$ cat src/wavelet_range_kth_count_sum_unit_assert.svh
// Assertion macros for the wavelet range engine.
// Users must have clk and arst_n in scope.
`ifndef WAVELET_RANGE_KTH_COUNT_SUM_UNIT_ASSERT_SVH
`define WAVELET_RANGE_KTH_COUNT_SUM_UNIT_ASSERT_SVH

// Same-cycle implication.
`define WRKS_ASSERT_SAME(lbl, ante, cons, msg) \
	lbl: assert property (@(posedge clk) disable iff (!arst_n) (ante) |-> (cons)) \
		else $error(msg);

// Next-cycle implication.
`define WRKS_ASSERT_NEXT(lbl, ante, cons, msg) \
	lbl: assert property (@(posedge clk) disable iff (!arst_n) (ante) |=> (cons)) \
		else $error(msg);

`endif

$ cat src/wrks_pkg.sv
// Shared types and constants for the wavelet range engine.
// No dependencies; used by the top level, wrks_step and the testbench.
package wrks_pkg;

	localparam int unsigned VALUE_BITS = 16;
	localparam int unsigned MAX_LENGTH = 1024;
	localparam int unsigned LVL_W      = $clog2(VALUE_BITS);
	localparam int unsigned ADDR_W     = $clog2(MAX_LENGTH);
	localparam int unsigned IDX_W      = ADDR_W + 1;
	localparam int unsigned LEV_AW     = LVL_W + IDX_W;
	localparam int unsigned OP_W       = 17;
	localparam int unsigned THR_W      = OP_W + 1;
	localparam int unsigned ANS_W      = 16;
	localparam int unsigned SUM_W      = 26;
	localparam int unsigned CMD_W      = 3;
	localparam int unsigned STAT_W     = 2;
	localparam int unsigned IN_W       = 48;
	localparam int unsigned OUT_W      = 48;

	typedef enum logic [CMD_W-1:0] {
		CMD_CLEAR    = 3'd0,
		CMD_APPEND   = 3'd1,
		CMD_BUILD    = 3'd2,
		CMD_KTH      = 3'd3,
		CMD_LESS     = 3'd4,
		CMD_AT_MOST  = 3'd5,
		CMD_FREQ     = 3'd6
	} cmd_t;

	typedef enum logic [STAT_W-1:0] {
		STAT_OK        = 2'd0,
		STAT_BAD_RANGE = 2'd1,
		STAT_BAD_RANK  = 2'd2,
		STAT_FULL      = 2'd3
	} status_t;

	typedef enum logic [3:0] {
		S_IDLE,
		S_DONE,
		S_B_CNT,
		S_B_PART,
		S_Q_CHK,
		S_Q_RD,
		S_Q_EX,
		S_Q_FULL_RD,
		S_Q_FULL_EX,
		S_Q_END
	} state_t;

	typedef enum logic [1:0] {
		SRC_RAW,
		SRC_A,
		SRC_B
	} src_t;

	// Operands of one descent step
	typedef struct packed {
		logic [IDX_W-1:0] lo;
		logic [IDX_W-1:0] hi;
		logic [IDX_W-1:0] ol;
		logic [IDX_W-1:0] oh;
		logic [IDX_W-1:0] split;
		logic             kth_mode;
		logic [OP_W-1:0]  rank;
		logic             thr_bit;
	} step_in_t;

	// Result of one descent step
	typedef struct packed {
		logic             go_one;
		logic [IDX_W-1:0] zeros;
		logic [IDX_W-1:0] lo_n;
		logic [IDX_W-1:0] hi_n;
	} step_out_t;

endpackage

$ cat src/wrks_step.sv
// One level of wavelet descent: zero count, branch choice, new bounds.
// Depends on wrks_pkg.
module wrks_step (
	input  wrks_pkg::step_in_t  si,
	output wrks_pkg::step_out_t so
);
	import wrks_pkg::*;

	logic [IDX_W-1:0] zeros;

	// Count zeros in range, pick branch, remap bounds
	always_comb begin
		zeros     = (si.hi - si.lo) - (si.oh - si.ol);
		so.zeros  = zeros;
		so.go_one = si.kth_mode ? (si.rank >= OP_W'(zeros)) : si.thr_bit;
		if (so.go_one) begin
			so.lo_n = si.split + si.ol;
			so.hi_n = si.split + si.oh;
		end else begin
			so.lo_n = si.lo - si.ol;
			so.hi_n = si.hi - si.oh;
		end
	end

endmodule

$ cat config.mk
export PLATFORM = sky130hd
export DESIGN_NAME = wrks_step
export DESIGN_NICKNAME = d
export VERILOG_FILES = /design/src/wavelet_range_kth_count_sum_unit_assert.svh /design/src/wrks_pkg.sv /design/src/wrks_step.sv
export SDC_FILE = /design/constraint.sdc
export NUM_CORES = 1
export LEC_CHECK = 0
export ABC_AREA = 1
export BUFFER_PORTS_ARGS = -buffer_cell sky130_fd_sc_hd__buf_4
export CAP_MARGIN = 10
export CORE_MARGIN = 2
export CORE_UTILIZATION = 45
export DETAILED_ROUTE_END_ITERATION = 12
export PLACE_DENSITY = 0.71
export SLEW_MARGIN = 20
export SYNTH_ARGS = -nofsm -noshare
export SYNTH_HDL_FRONTEND = slang
export SYNTH_SLANG_ARGS = --single-unit
export TNS_END_PERCENT = 20
$ cat constraint.sdc
create_clock -name vclk -period 5.6
set_input_delay 0.28 -clock vclk [all_inputs]
set_output_delay 0.28 -clock vclk [all_outputs]
set_load 0.03 [all_outputs]
After elaboration in Yosys (flattened, before gate mapping). Index checks and enable logic that the tools add are counted.

Input bits: 74. Output and inout port bits: 34. Logic and storage cells: 10. Register bits: 0.

Add/sub/neg operators: 7. Magnitude comparators: 1. Muxes and demuxes: 2.

Operators with widths (count): $sub A11 B11 Y11 (5); $add A11 B11 Y11 (2); $mux W22 (1); $ge A17 B11 Y1 (1); $mux W1 (1).

Longest topological paths before layout.
Word-level depth: 5. Depth in mapped cells: 26. Mapped depth without buffers: 25.

Worst setup path before layout. No wires, ideal clock.

Path kind: input to output. Start: in si[30] (netlist name). End: out so[13] (netlist name). Buffers on the path: 1. Cell stages on the path: 23. Required time: 5320 ps. Slack: 1110 ps. Arrival: 4210 ps. Path through: inv_1 fa_1 inv_1 fa_1 inv_1 ha_1 inv_1 fa_1 nor3_1 nor2_1 xnor2_1 inv_1 ha_1 a21oi_1 nor2_1 nor3_1 nand2_1 nand2_2 nand2_4 nand2_4 buf_6 nand2_1 nand2_1.

RTL lines: from (decl) (line wrks_step.sv:4) `input wrks_pkg::step_in_t si,`; to (decl) (line wrks_step.sv:5) `output wrks_pkg::step_out_t so`.

==> qor.yml <==
route:
  wirelength_um: 12000
  ant_nets: 0
  viasPerCell: 5.00
  drc: 0
  wl_per_cell_um: 14.2
  vias: 4219
  drt_iter0_markers: 104
  drt_pre_antenna_iters: 4
sta:
  max_slew_margin_pct: 68.3
  finalSetupViolations: 0
  final.period_utilization_pct: 84.2
  hold_viol_final: 0
  clock.fmax_mhz: 212
  fin_setup_tns_ns: 0
  worst_pin_slew_ns: 0.475
  whs_ns: 1.07
  timing.final.ws_setup_ns: 0.887
  rsz0062_at_grt: "no"
  maxSlewViolCount: 0
  layout_min_cycle_time_ns: 4.71
worst_setup_path:
  startpoint_type: "input port"
  path_max_fanout: 23
  cp_data_required_time_ns: 5.32
  endpoint_kind: "output pin"
  critical_path_class: "input port to output pin"
  cp.arrival_ns: 4.43
final_layout:
  n_clock_buffer: 0
  instances_no_fill: 843
  drive_gt1_share_pct: 16.1
  synthToLayoutAreaGrowth_pct: 23.3
  final_cell_area_um2: 4720
  utilization_pct: 57.5
  nets: 900
  seq_cells: 0
  area.sequential_um2: 0
  antenna_cells: 0
global_route:
  antenna_found_initial: 0
  first_global_vias: 4189
  grt_pass1_wl_um: 19200
  grt_usage_pct: 26.6
  grt_max_degree: 24
  gr-total-overflow: 0
hold_path:
  min_to: "so[22]"
  holdCritStartpoint: "si[42]"
  hold_class: "input port to output pin"
  hold_depth: 3
place:
  io_buffers: 108
  place_congestion: 0.980
  post_dp_cell_area_um2: 4720
  preCtsSetupSlack_ns: 0.955
  hpwlAfterDp_um: 10900
  place_inst: 843
power_and_ir_drop:
  power_mw: 1.12
  p_per_area_nw_per_um2: 238
  peakVddDrop_mv: 0.153
  p_leak_nw: 2.89
logic_synthesis:
  yosys.area.top_type: "ha_1"
  synth.area.top_cells: "ha_1 20%, nand2_1 18%, inv_1 14%"
  synth_nets: 797
  synth_compound_area_share_pct: 9.51
  syn_avg_cell_area_um2: 6.01
  synth_area_um2: 3830
  ys_top_cells_by_count: "179 x nand2_1, 138 x inv_1, 62 x ha_1"
  yosys_warnings: 0
  yosys.area_share.simple_pct: 33.7
  synth_top_family_by_area: "simple AND/OR/NAND/NOR gates"
  syn-instance-count: 637
  synth.top_cell.area_share_pct: 20.3
  ys_seq_area_share_pct: 0
  synthXorXnorAreaFrac_pct: 9.15
  yosysMostFrequentCell: "nand2_1"
  synthAdderAreaFrac_pct: 32.8
  muxShareOfSynthArea_pct: 0
  synth_cell_types: 29
floorplanning:
  die_x_um: 96.3
  die_area_um2: 9270
  core_um2: 8220
  fp-row-count: 33
  start_util_pct: 46.6
  die_h_um: 96.3
  io_pins: 108
run:
  drv_cap: 0
outcome:
  status: "finished, final reports clean"
cts:
  ctsResizeCount: 0
  cts_hold_buf: 0
  post_cts_buffers: 0
[layout make-up]
| cell class | instances | area [um2] |
|---|---|---|
| fillers | 856 | 3490 |
| multi-input cells | 492 | 3260 |
| repair buffers | 108 | 811 |
| inverters | 138 | 518 |
| well taps | 105 | 131 |
[critical path: stages]
cell     delay [ns]
buf_4          0.09
inv_1          0.05
fa_1           0.54
inv_1          0.05
fa_1           0.42
inv_1          0.07
ha_1           0.18
inv_1          0.09
fa_1           0.43
nor3_1         0.24
nor2_1         0.11
xnor2_1        0.22
inv_1          0.07
ha_1           0.29
a21oi_1        0.14
nor2_1         0.06
nor3_1         0.13
nand2_1        0.10
nand2_2        0.08
nand2_4        0.15
nand2_4        0.26
nand2_1        0.09
nand2_1        0.10
buf_4          0.17
[cell usage in the layout (no fill, tap or decap), types with 8 or more instances in the layout]
cell type    n
xnor2_1     13
fa_1        24
buf_4      108
o21bai_1     8
a21oi_1     33
inv_1      138
nand4_1     11
nor2_1      40
nand2_1    179
ha_1        62
o21ai_0     11
nand3_1     55
xor2_1      27
[how the worst max path moves through the flow]
| stage | from | to | slack, ns | depth (start not counted) |
|---|---|---|---|---|
| 6_report | si[30] | so[13] | 0.89 | 24 |
| 3_5_place_dp | si[30] | so[13] | 0.95 | 24 |
| 5_1_grt | si[30] | so[8] | 0.51 | 24 |
| 2_1_floorplan | si[30] | so[13] | 1.11 | 23 |
| 3_3_place_gp | si[30] | so[8] | 1.03 | 24 |
| 4_1_cts | si[30] | so[13] | 0.94 | 24 |
[metal layers]
| layer | global-route usage, % | vias to the layer above | wire length, um | part of all wire, % |
|---|---|---|---|---|
| li1 | - | 2200 | - | - |
| met2 | 49.0 | 110 | 5810 | 49 |
| met4 | 3.93 | 0 | 199 | 1.7 |
| met5 | 0 | - | 0 | 0 |
| met3 | 1.49 | 13 | 646 | 5.4 |
| met1 | 34.6 | 1896 | 5310 | 44 |
[power breakdown]
part	leakage (nW)	switching (mW)	internal, mW
combinational	2.89	0.697	0.426
clock	0	0	0
sequential	0	0	0
[logic make-up (layout without fill, tap and decap cells)]
group                      after synthesis  after routing
AOI/OAI and AO/OA                       64             64
buffers and inverters                  145            246
xor gates and xnor gates                40             40
and+or+nand+nor                        302            302
adders and majority gates               86             86
Note: power is estimated with default switching activity, not from simulation.
